File: src/sv/pstg_pkg.sv
package pstg_pkg;

   localparam logic [15:0] OUT_RATE_RESET  = 16'd16000;
   localparam logic [15:0] TONE_FREQ_RESET = 16'd1000;
   localparam logic [6:0]  VOLUME_RESET    = 7'd100;

   localparam logic [6:0]  VOL_MAX   = 7'd100;
   localparam logic [16:0] AMP_FULL  = 17'd819;
   // floor(x / 100) == (x * AMP_RECIP) >> AMP_SHIFT for x <= 819 * 100
   localparam logic [16:0] AMP_RECIP = 17'd83887;
   localparam int          AMP_SHIFT = 23;

   localparam logic [1:0] REG_OUT_RATE  = 2'd0;
   localparam logic [1:0] REG_TONE_FREQ = 2'd1;
   localparam logic [1:0] REG_VOLUME    = 2'd2;

   typedef enum logic [2:0] {
      ST_IDLE,
      ST_DIV,
      ST_MUL1,
      ST_MUL2,
      ST_DONE
   } pstg_state_type;

   typedef struct packed {
      logic load;
      logic div_step;
      logic mul1;
      logic mul2;
      logic out_load;
   } pstg_cmd_type;

endpackage

File: src/sv/pstg_csr.sv
module pstg_csr (
   input  logic        clock,
   input  logic        reset,
   input  logic        csr_psel,
   input  logic        csr_penable,
   input  logic        csr_pwrite,
   input  logic [3:0]  csr_paddr,
   input  logic [31:0] csr_pwdata,
   output logic [31:0] csr_prdata,
   output logic        csr_pready,
   output logic [15:0] out_rate,
   output logic [15:0] tone_freq,
   output logic [6:0]  volume
);
   import pstg_pkg::*;

   logic [15:0] out_rate_ff, out_rate_in;
   logic [15:0] tone_freq_ff, tone_freq_in;
   logic [6:0]  volume_ff, volume_in;
   logic        wr_en;
   logic [1:0]  reg_sel;

   assign wr_en   = csr_psel && csr_penable && csr_pwrite;
   assign reg_sel = csr_paddr[3:2];

   always_comb begin
      out_rate_in  = out_rate_ff;
      tone_freq_in = tone_freq_ff;
      volume_in    = volume_ff;
      csr_prdata   = 32'd0;
      case (reg_sel)
         REG_OUT_RATE: begin
            csr_prdata = {16'd0, out_rate_ff};
            if (wr_en) out_rate_in = csr_pwdata[15:0];
         end
         REG_TONE_FREQ: begin
            csr_prdata = {16'd0, tone_freq_ff};
            if (wr_en) tone_freq_in = csr_pwdata[15:0];
         end
         REG_VOLUME: begin
            csr_prdata = {25'd0, volume_ff};
            if (wr_en) volume_in = csr_pwdata[6:0];
         end
         default: begin
            csr_prdata = 32'd0;
         end
      endcase
   end

   always_ff @(posedge clock) begin
      if (reset) begin
         out_rate_ff  <= OUT_RATE_RESET;
         tone_freq_ff <= TONE_FREQ_RESET;
         volume_ff    <= VOLUME_RESET;
      end else begin
         out_rate_ff  <= out_rate_in;
         tone_freq_ff <= tone_freq_in;
         volume_ff    <= volume_in;
      end
   end

   assign csr_pready = 1'b1;
   assign out_rate   = out_rate_ff;
   assign tone_freq  = tone_freq_ff;
   assign volume     = volume_ff;

endmodule

File: src/sv/pstg_ctrl.sv
module pstg_ctrl #(
   parameter int FRACTION_BITS = 16
) (
   input  logic                  clock,
   input  logic                  reset,
   input  logic                  req_valid,
   output logic                  req_stall,
   output logic                  rsp_valid,
   input  logic                  rsp_stall,
   output pstg_pkg::pstg_cmd_type cmd
);
   import pstg_pkg::*;

   localparam int DW        = 32 + FRACTION_BITS + (FRACTION_BITS % 2);
   localparam int DIV_STEPS = DW / 2;
   localparam int CW        = $clog2(DIV_STEPS);

   pstg_state_type state_ff, state_in;
   logic [CW-1:0]  cnt_ff, cnt_in;
   logic           rsp_valid_ff, rsp_valid_in;

   always_comb begin
      state_in     = state_ff;
      cnt_in       = cnt_ff;
      rsp_valid_in = rsp_valid_ff && rsp_stall;
      cmd          = '0;
      req_stall    = 1'b1;
      case (state_ff)
         ST_IDLE: begin
            req_stall = 1'b0;
            if (req_valid) begin
               cmd.load = 1'b1;
               cnt_in   = '0;
               state_in = ST_DIV;
            end
         end
         ST_DIV: begin
            cmd.div_step = 1'b1;
            cnt_in       = cnt_ff + 1'b1;
            if (cnt_ff == CW'(DIV_STEPS - 1)) state_in = ST_MUL1;
         end
         ST_MUL1: begin
            cmd.mul1 = 1'b1;
            state_in = ST_MUL2;
         end
         ST_MUL2: begin
            cmd.mul2 = 1'b1;
            state_in = ST_DONE;
         end
         ST_DONE: begin
            if (!rsp_valid_ff || !rsp_stall) begin
               cmd.out_load = 1'b1;
               rsp_valid_in = 1'b1;
               state_in     = ST_IDLE;
            end
         end
         default: begin
            state_in = ST_IDLE;
         end
      endcase
   end

   always_ff @(posedge clock) begin
      if (reset) begin
         state_ff     <= ST_IDLE;
         cnt_ff       <= '0;
         rsp_valid_ff <= 1'b0;
      end else begin
         state_ff     <= state_in;
         cnt_ff       <= cnt_in;
         rsp_valid_ff <= rsp_valid_in;
      end
   end

   assign rsp_valid = rsp_valid_ff;

endmodule

File: src/sv/pstg_dp.sv
module pstg_dp #(
   parameter int FRACTION_BITS = 16
) (
   input  logic                   clock,
   input  logic                   reset,
   input  pstg_pkg::pstg_cmd_type cmd,
   input  logic                   req_restart,
   input  logic [15:0]            out_rate,
   input  logic [15:0]            tone_freq,
   input  logic [6:0]             volume,
   output logic signed [10:0]     rsp_left_sample,
   output logic signed [10:0]     rsp_right_sample
);
   import pstg_pkg::*;

   localparam int F  = FRACTION_BITS;
   localparam int DW = 32 + F + (F % 2);

   logic [15:0]     idx_ff, idx_in;
   logic [15:0]     idx_eff;
   logic            pz;
   logic            pz_ff;
   logic            more;
   logic [32:0]     more_prod;
   logic [31:0]     n_prod;
   logic [6:0]      vclamp;
   logic [16:0]     x_ff;
   logic [33:0]     amp_prod;
   logic [9:0]      amp_ff;
   logic [DW-1:0]   dv_ff;
   logic [15:0]     rem_ff;
   logic [F-1:0]    q_ff;
   logic [16:0]     r1, r2;
   logic            ge1, ge2;
   logic [15:0]     r1s, r2s;
   logic [F:0]      q2, a, om;
   logic [2*F+1:0]  m1_prod;
   logic [2*F-2:0]  m1_ff;
   logic            neg_ff;
   logic [2*F+8:0]  m2_prod;
   logic [9:0]      mag_ff;
   logic signed [10:0] res;
   logic signed [10:0] out_ff;

   assign idx_eff   = req_restart ? 16'd0 : idx_ff;
   assign pz        = (tone_freq == 16'd0) || (tone_freq > out_rate);
   assign more_prod = 33'({1'b0, idx_eff} + 17'd2) * 33'(tone_freq);
   assign more      = more_prod <= 33'(out_rate);
   assign n_prod    = 32'(idx_eff) * 32'(tone_freq);
   assign vclamp    = (volume > VOL_MAX) ? VOL_MAX : volume;
   assign amp_prod  = 34'(x_ff) * 34'(AMP_RECIP);

   always_comb begin
      idx_in = idx_ff;
      if (cmd.load) begin
         if (pz || !more) idx_in = 16'd0;
         else             idx_in = idx_eff + 16'd1;
      end
   end

   assign r1  = {rem_ff, dv_ff[DW-1]};
   assign ge1 = r1 >= {1'b0, out_rate};
   assign r1s = ge1 ? 16'(r1 - {1'b0, out_rate}) : r1[15:0];
   assign r2  = {r1s, dv_ff[DW-2]};
   assign ge2 = r2 >= {1'b0, out_rate};
   assign r2s = ge2 ? 16'(r2 - {1'b0, out_rate}) : r2[15:0];

   assign q2      = {q_ff, 1'b0};
   assign a       = q_ff[F-1] ? ((F+1)'(0) - q2) : q2;
   assign om      = ((F+1)'(1) << F) - a;
   assign m1_prod = (2*F+2)'(a) * (2*F+2)'(om);
   assign m2_prod = (2*F+9)'(m1_ff) * (2*F+9)'(amp_ff);

   assign res = pz_ff  ? 11'sd0 :
                neg_ff ? $signed(11'd0 - {1'b0, mag_ff}) : $signed({1'b0, mag_ff});

   always_ff @(posedge clock) begin
      if (reset) begin
         idx_ff <= 16'd0;
      end else begin
         idx_ff <= idx_in;
      end
   end

   always_ff @(posedge clock) begin
      if (cmd.load) begin
         pz_ff  <= pz;
         x_ff   <= 17'(vclamp) * AMP_FULL;
         dv_ff  <= DW'(n_prod) << F;
         rem_ff <= 16'd0;
      end
      if (cmd.div_step) begin
         amp_ff <= amp_prod[AMP_SHIFT+9:AMP_SHIFT];
         dv_ff  <= dv_ff << 2;
         rem_ff <= r2s;
         q_ff   <= {q_ff[F-3:0], ge1, ge2};
      end
      if (cmd.mul1) begin
         m1_ff  <= m1_prod[2*F-2:0];
         neg_ff <= ~q_ff[F-1];
      end
      if (cmd.mul2) begin
         mag_ff <= m2_prod[2*F+7:2*F-2];
      end
      if (cmd.out_load) begin
         out_ff <= res;
      end
   end

   assign rsp_left_sample  = out_ff;
   assign rsp_right_sample = out_ff;

endmodule

File: src/sv/parabolic_sine_tone_generator_top.sv
// Stereo tone generator: each request yields one sample pair (left equals right) of a
// parabolic sine approximation at tone_freq Hz for a stream at the configured output rate,
// scaled by volume percent (clamped to 100, full scale +/-819). Assert restart to start the
// tone from phase zero. A tone above the output rate or a zero frequency gives silence. A new
// request is accepted only in the idle state, once the previous one has finished: the phase
// is a restoring division retiring two quotient bits per cycle, followed by the MUL1 and
// MUL2 multiply states and the DONE output state, which waits while a held result is stalled.
// The result register holds a finished sample while the next request runs.
module parabolic_sine_tone_generator_top #(
   parameter int FRACTION_BITS = 16
) (
   input  logic               clock,
   input  logic               reset,
   input  logic               req_valid,
   output logic               req_stall,
   input  logic               req_restart,
   output logic               rsp_valid,
   input  logic               rsp_stall,
   output logic signed [10:0] rsp_left_sample,
   output logic signed [10:0] rsp_right_sample,
   input  logic               csr_psel,
   input  logic               csr_penable,
   input  logic               csr_pwrite,
   input  logic [3:0]         csr_paddr,
   input  logic [31:0]        csr_pwdata,
   output logic [31:0]        csr_prdata,
   output logic               csr_pready
);
   import pstg_pkg::*;

   pstg_cmd_type cmd;
   logic [15:0]  out_rate;
   logic [15:0]  tone_freq;
   logic [6:0]   volume;

   pstg_csr u_csr (
      .clock       (clock),
      .reset       (reset),
      .csr_psel    (csr_psel),
      .csr_penable (csr_penable),
      .csr_pwrite  (csr_pwrite),
      .csr_paddr   (csr_paddr),
      .csr_pwdata  (csr_pwdata),
      .csr_prdata  (csr_prdata),
      .csr_pready  (csr_pready),
      .out_rate    (out_rate),
      .tone_freq   (tone_freq),
      .volume      (volume)
   );

   pstg_ctrl #(
      .FRACTION_BITS (FRACTION_BITS)
   ) u_ctrl (
      .clock     (clock),
      .reset     (reset),
      .req_valid (req_valid),
      .req_stall (req_stall),
      .rsp_valid (rsp_valid),
      .rsp_stall (rsp_stall),
      .cmd       (cmd)
   );

   pstg_dp #(
      .FRACTION_BITS (FRACTION_BITS)
   ) u_dp (
      .clock            (clock),
      .reset            (reset),
      .cmd              (cmd),
      .req_restart      (req_restart),
      .out_rate         (out_rate),
      .tone_freq        (tone_freq),
      .volume           (volume),
      .rsp_left_sample  (rsp_left_sample),
      .rsp_right_sample (rsp_right_sample)
   );

endmodule

File: config.mk
export PLATFORM = sky130hd
export DESIGN_NAME = parabolic_sine_tone_generator_top
export DESIGN_NICKNAME = d
export VERILOG_FILES = /design/src/sv/pstg_pkg.sv /design/src/sv/pstg_csr.sv /design/src/sv/pstg_ctrl.sv /design/src/sv/pstg_dp.sv /design/src/sv/parabolic_sine_tone_generator_top.sv
export SDC_FILE = /design/constraint.sdc
export NUM_CORES = 2
export LEC_CHECK = 0
export BUFFER_PORTS_ARGS = -buffer_cell sky130_fd_sc_hd__buf_4
export CAP_MARGIN = 0
export CORE_MARGIN = 2
export CORE_UTILIZATION = 45
export CTS_CLUSTER_SIZE = 12
export DETAILED_ROUTE_END_ITERATION = 10
export HOLD_SLACK_MARGIN = 0.06
export PLACE_DENSITY = 0.69
export SYNTH_ARGS = -nofsm -noshare
export SYNTH_HDL_FRONTEND = slang
export SYNTH_SLANG_ARGS = --single-unit
File: constraint.sdc
create_clock -name clock -period 34.9 [get_ports clock]
set_input_delay 6.98 -clock clock [delete_from_list [all_inputs] [get_ports clock]]
set_output_delay 6.98 -clock clock [all_outputs]
set_load 0.005 [all_outputs]
**Word level (Yosys, flattened, before mapping)**

Cells that the tools add are included.

- Bits in latches: 0
- Memories: 0
- RAM bits: 0
- Input bits: 44
- ROM bits: 0
- Register bits: 209

- Multiply operators: 6
- Add/sub/neg operators: 8
- Order comparisons: 5
- Equal/unequal tests: 10
- Reductions and logical operators: 20
- Div/mod/pow operators: 0
- Bitwise gates (word level): 2
- Shift operators: 0
- Muxes and demuxes: 28

Operator list:

| kind | number |
|---|---|
| 2-to-1 mux 16 bit | 6 |
| 2-to-1 mux 48 bit | 2 |
| one-hot mux 16 bit (3 select lines) | 1 |
| multiplier 31 x 10 -> 40 bit | 1 |
| greater-or-equal comparator 17 x 16 -> 1 bit | 2 |
| <= comparator 33 x 16 -> 1 bit | 1 |
| multiplier 17 x 17 -> 33 bit, second input constant | 1 |
| multiplier 33 x 16 -> 33 bit | 1 |
| multiplier 16 x 16 -> 32 bit | 1 |
| subtractor 16 bit | 2 |
| multiplier 17 x 17 -> 31 bit | 1 |
| adder 16 x 2 -> 17 bit, second input constant | 1 |
| multiplier 7 x 10 -> 17 bit, second input constant | 1 |
| 2-to-1 mux 17 bit | 1 |
| subtractor 1 x 17 -> 17 bit, first input constant | 1 |
| subtractor 17 bit, first input constant | 1 |
| adder 16 x 1 -> 16 bit, second input constant | 1 |
| > comparator 16 bit | 1 |
| logical NOT 16 bit | 1 |
| one-hot mux 3 bit (5 select lines) | 1 |
| subtractor 1 x 10 -> 11 bit, first input constant | 1 |
| 2-to-1 mux 1 bit | 10 |
| 2-to-1 mux 10 bit | 1 |
| one-hot mux 5 bit (2 select lines) | 1 |
| other kinds (23) | 38 |

**Depth between registers and ports, before layout**

- Depth after elaboration: 7
- Depth in mapped cells: 44

**By module**

Synthesis repeated with hierarchy kept, for this count alone.

- Cells, all modules: 5585
- Area, all modules: 51486.9 µm²

By module, submodules not included:

| module | cells each | area an instance (µm²) | times used | seq. area each (µm²) |
|---|---|---|---|---|
| pstg_dp | 5308 | 48964.5 | 1 | 4614.4 |
| pstg_csr | 223 | 2049.5 | 1 | 780.7 |
| pstg_ctrl | 54 | 473.0 | 1 | 180.2 |

**Least setup slack after synthesis**

No wires, ideal clock.

- Path type: input to register
- Start point: in req_restart
- End point: reg u_dp.idx_ff[14]
- Data arrival time: 15.795 ns
- Stages on the path: 41
- Slack: 19.018 ns
- Cells stage by stage: clkbuf_1 > nor2b_1 > clkbuf_1 > clkbuf_1 > ha_1 > nand2_1 > nor2_1 > inv_1 > nor2_1 > xor2_1 > clkbuf_1 > nand2_1 > fa_1 > fa_1 > inv_1 > fa_1 > fa_1 > fa_1 > [... 5 more ...] > nor3_1 > o31ai_1 > and4b_1 > nor3b_1 > nor2_1 > xnor2_1 > ha_1 > nand3_1 > nor2_1 > nand4_1 > nor4_1 > o2111ai_1 > nor4_1 > and3_1 > nand4_1 > a2111oi_4 > nand3_2 > o31ai_1

- Cells in the longest elaborated chain, start to end: 7
- Elaborated cells between the ends (all ways): 8
- Those cells by class: add/sub: 2; mul: 1; order compare: 1; mux: 2; reduce/logical: 2

RTL lines:

| item | line | RTL |
|---|---|---|
| start, declared | parabolic_sine_tone_generator_top.sv:16 | `input logic req_restart,` |
| 2-to-1 mux 16 bit * | pstg_dp.sv:45 | `assign idx_eff = req_restart ? 16'd0 : idx_ff;` |
| adder 16 x 2 -> 17 bit | pstg_dp.sv:47 | `assign more_prod = 33'({1'b0, idx_eff} + 17'd2) * 33'(tone_freq);` |
| multiplier 33 x 16 -> 33 bit | pstg_dp.sv:47 |  |
| <= comparator 33 x 16 -> 1 bit | pstg_dp.sv:48 | `assign more = more_prod <= 33'(out_rate);` |
| logical NOT 1 bit | pstg_dp.sv:56 | `if (pz \|\| !more) idx_in = 16'd0;` |
| logical OR 1 bit | pstg_dp.sv:56 |  |
| 2-to-1 mux 16 bit * | pstg_dp.sv:56 |  |
| end signal, assigned | pstg_dp.sv:81 | `idx_ff <= idx_in;` |
| end, declared | pstg_dp.sv:19 | `logic [15:0] idx_ff, idx_in;` |

Mark *: on every way between the ends. The rest lies on a longest branch, timed or not.
A chain may end at the register's enable or synchronous reset.

**Final worst setup path**

- Start point: in req_restart
- End point: reg u_dp.idx_ff[0]

The elaborated chain is that of the path after synthesis.

==> metrics.txt <==
worst skew pair latency 0.60 ns; initial cell density of the core 45.4%; post-route cell area 54100 um2; setup TNS 0 ns; post-layout min period 18.21 ns; Residual DRC 0; Worst EP arrival 18.71 ns; DRT iter0 DRCs 2327; Seq/Total Area, Yosys 10.9%; DRT Wirelength 122000 um; Pre-antenna DRT Iters 6; hold path cells 2; reg2reg setup slack 23.05 ns; status completed; WL per Instance 17.2 um; synth warn 0; total I/O pin count 101; DR vias 37400; gpl congestion 0.904; Final #Nets 7179; CTS max path bufs 3; Final HPWL DP 96700 um; P&R area growth vs syn 5.51%; Syn Std Cell Area 51300 um2; clk_skew 0.0251 ns; first-pass GRT wire length 204000 um; worst r2r src u_dp.idx_ff[1]; CTS Buf Count 28; final worst slack 16.69 ns; Crit path top cell by count fa_1; Tcrit/Tclk final 52.2%; dominant cells by area after synthesis fa_1 (37%), ha_1 (16%), inv_1 (8.5%), edfxtp_1 (8.4%), nand2_1 (5.2%); worst min-delay path category reg -> reg; Worst Tran Pin Value 1.26 ns; H-tree depth 1; Total GRT Usage 21.6%; post-synth top area share 36.6%; Post-CTS Hold Fix Bufs 0; pin count of the biggest net entering global routing 74; die width 342 um; final-report max-slew violation count 0; Cells after Synth 5647; Yosys reg bits 207; port bufs 65; CP bufs+invs 7; CP Class in -> reg; Worst Path Required 35.40 ns; Distinct cells, synth 77; Final ANT Viol Nets 0; Remaining Overflow, GRT 0; Placement Setup Slack 16.23 ns; die area 117000 um2; DP Area 53200 um2; via/cell ratio 5.28; initial antenna violation count 5; layout cells sized above 1 5.77%; Synth Flop Type edfxtp_1; Rel. slew slack 16.0%; core area 113000 um2; Core Rows 123; Final Hold Viols 0; EDFF count, synth 143; endpoint class of the critical path flip-flop; worst reg2reg path depth 39; family with the most delay on the worst path simple AND/OR/NAND/NOR gates; chip height 342 um; post-CTS setup buffers 0; Async SR Flop Fraction 0%; maximum clock rate 54.9 MHz; root buffer cell clkbuf_16; critical path's slowest cell a2111oi_4; most area-hungry cell type in the Yosys netlist fa_1; Avg Synthesized Cell Area 9.08 um2; Hold EP u_dp.idx_ff[12]; critical path's largest stage delay 0.98 ns; CTS tree done; worst hold start u_dp.idx_ff[12]; vias in the first global route 40100; Final Hold Slack 0.454 ns; Max-cap violations 0; Setup-failing EPs final 0; n_diodes 0; FF-to-FF End u_dp.idx_ff[0]; CTS Sinks 207; crit path max fanout 21; Clock Pin Slew Worst Setup and Hold Paths 0.06 ns; RSZ-0062 raised after global routing no; post_cts resized 0; Critical Path Start Type input pin
[worst max path at each step]
stage | startpoint | endpoint | slack, ns | depth (start not counted)
after floorplan | req_restart | u_dp.idx_ff[14] | 19.02 | 41
after global placement | req_restart | u_dp.idx_ff[14] | 16.41 | 40
final | req_restart | u_dp.idx_ff[0] | 16.69 | 40
after global routing | req_restart | u_dp.idx_ff[15] | 16.05 | 40
after detailed placement | req_restart | u_dp.idx_ff[14] | 16.23 | 40
after CTS | req_restart | u_dp.idx_ff[14] | 16.82 | 40
[synth_stat cells, types with 88 or more instances]
library cell and instances:
a21oi_1 132, and2_1 313, clkbuf_1 228, edfxtp_1 143, fa_1 936, ha_1 640, inv_1 1155, nand2_1 705
nor2_1 289, o21ai_0 114, or2_2 99, xnor2_1 88
[registers in the layout, indices dropped and copies added (netlist names)]
name and cells:
u_csr.out_rate 16, u_csr.tone_freq 16, u_ctrl.rsp_valid 1, u_dp.q_ff 16
u_dp.mag_ff 10, u_dp.idx_ff 16, u_dp.rsp_left_sample 11, u_csr.volume 7
u_dp.amp_ff 10, u_dp.pz_ff 1, u_dp.rem_ff 16, u_dp.x_ff 17
u_dp.neg_ff 1, u_ctrl.cnt_ff 5, u_dp.dv_ff 32, u_dp.m1_ff 29
u_ctrl.state_ff 3
[routing by layer]
metal  track usage, %  part of all wire [%]  up-vias
li1                 -                     -    17300
met1             28.8                    43    18800
met2             36.8                    48     1134
met3             3.03                   6.3      190
met4             5.86                   2.6        4
met5                0                 0.029        -
[worst reg2reg max path: cells and delay by family (launching register included)]
| kind | cells | cell delay (ns) |
|---|---|---|
| simple gates | 18 | 4.10 |
| fa+ha+maj | 9 | 4.04 |
| compound gates | 4 | 1.66 |
| buf+inv | 6 | 1.25 |
| flops | 1 | 0.36 |
| xor+xnor | 2 | 0.35 |
[cells in the final DEF (no fill, tap or decap), types with 113 or more instances in the layout]
| cell | count |
|---|---|
| and2_1 | 313 |
| ha_1 | 640 |
| fa_1 | 936 |
| nand2_1 | 704 |
| edfxtp_1 | 143 |
| nor2_1 | 289 |
| a21oi_1 | 132 |
| inv_1 | 1154 |
| buf_4 | 135 |
| o21ai_0 | 113 |
[cell families (layout without fill, tap and decap cells)]
logic type | Yosys count | after routing | share of synthesized area (%)
simple gates | 1749 | 1749 | 16.5
fa+ha+maj | 1576 | 1576 | 52.2
buf+inv | 1431 | 1342 | 10.7
compound gates | 481 | 481 | 6.11
flops | 207 | 207 | 10.9
xor+xnor | 156 | 156 | 2.70
mux | 45 | 45 | 0.915
other cells | 2 | 24 | 0.0146
[layout make-up]
| type | instances | area [um2] |
|---|---|---|
| Inverter | 1156 | 4340 |
| Timing Repair Buffer | 135 | 1010 |
| Multi-Input combinational cell | 4031 | 40400 |
| Clock inverter | 7 | 91.3 |
| Fill cell | 10600 | 58700 |
| Sequential cell | 207 | 5580 |
| Tap cell | 1500 | 1880 |
| Clock buffer | 44 | 821 |
[per-stage QoR]
| stage | utilization [%] | instances |
|---|---|---|
| after floorplan | - | 5669 |
| after global placement | 47.1 | 7029 |
| after detailed placement | 47.1 | 7029 |
| after CTS | 47.9 | 7080 |
| after global routing | 47.9 | 7080 |
| final | 47.9 | 7080 |
Power is left out: the tool's default activity adds up to more than one toggle a clock period on the data nets, which glitch-free logic cannot reach.
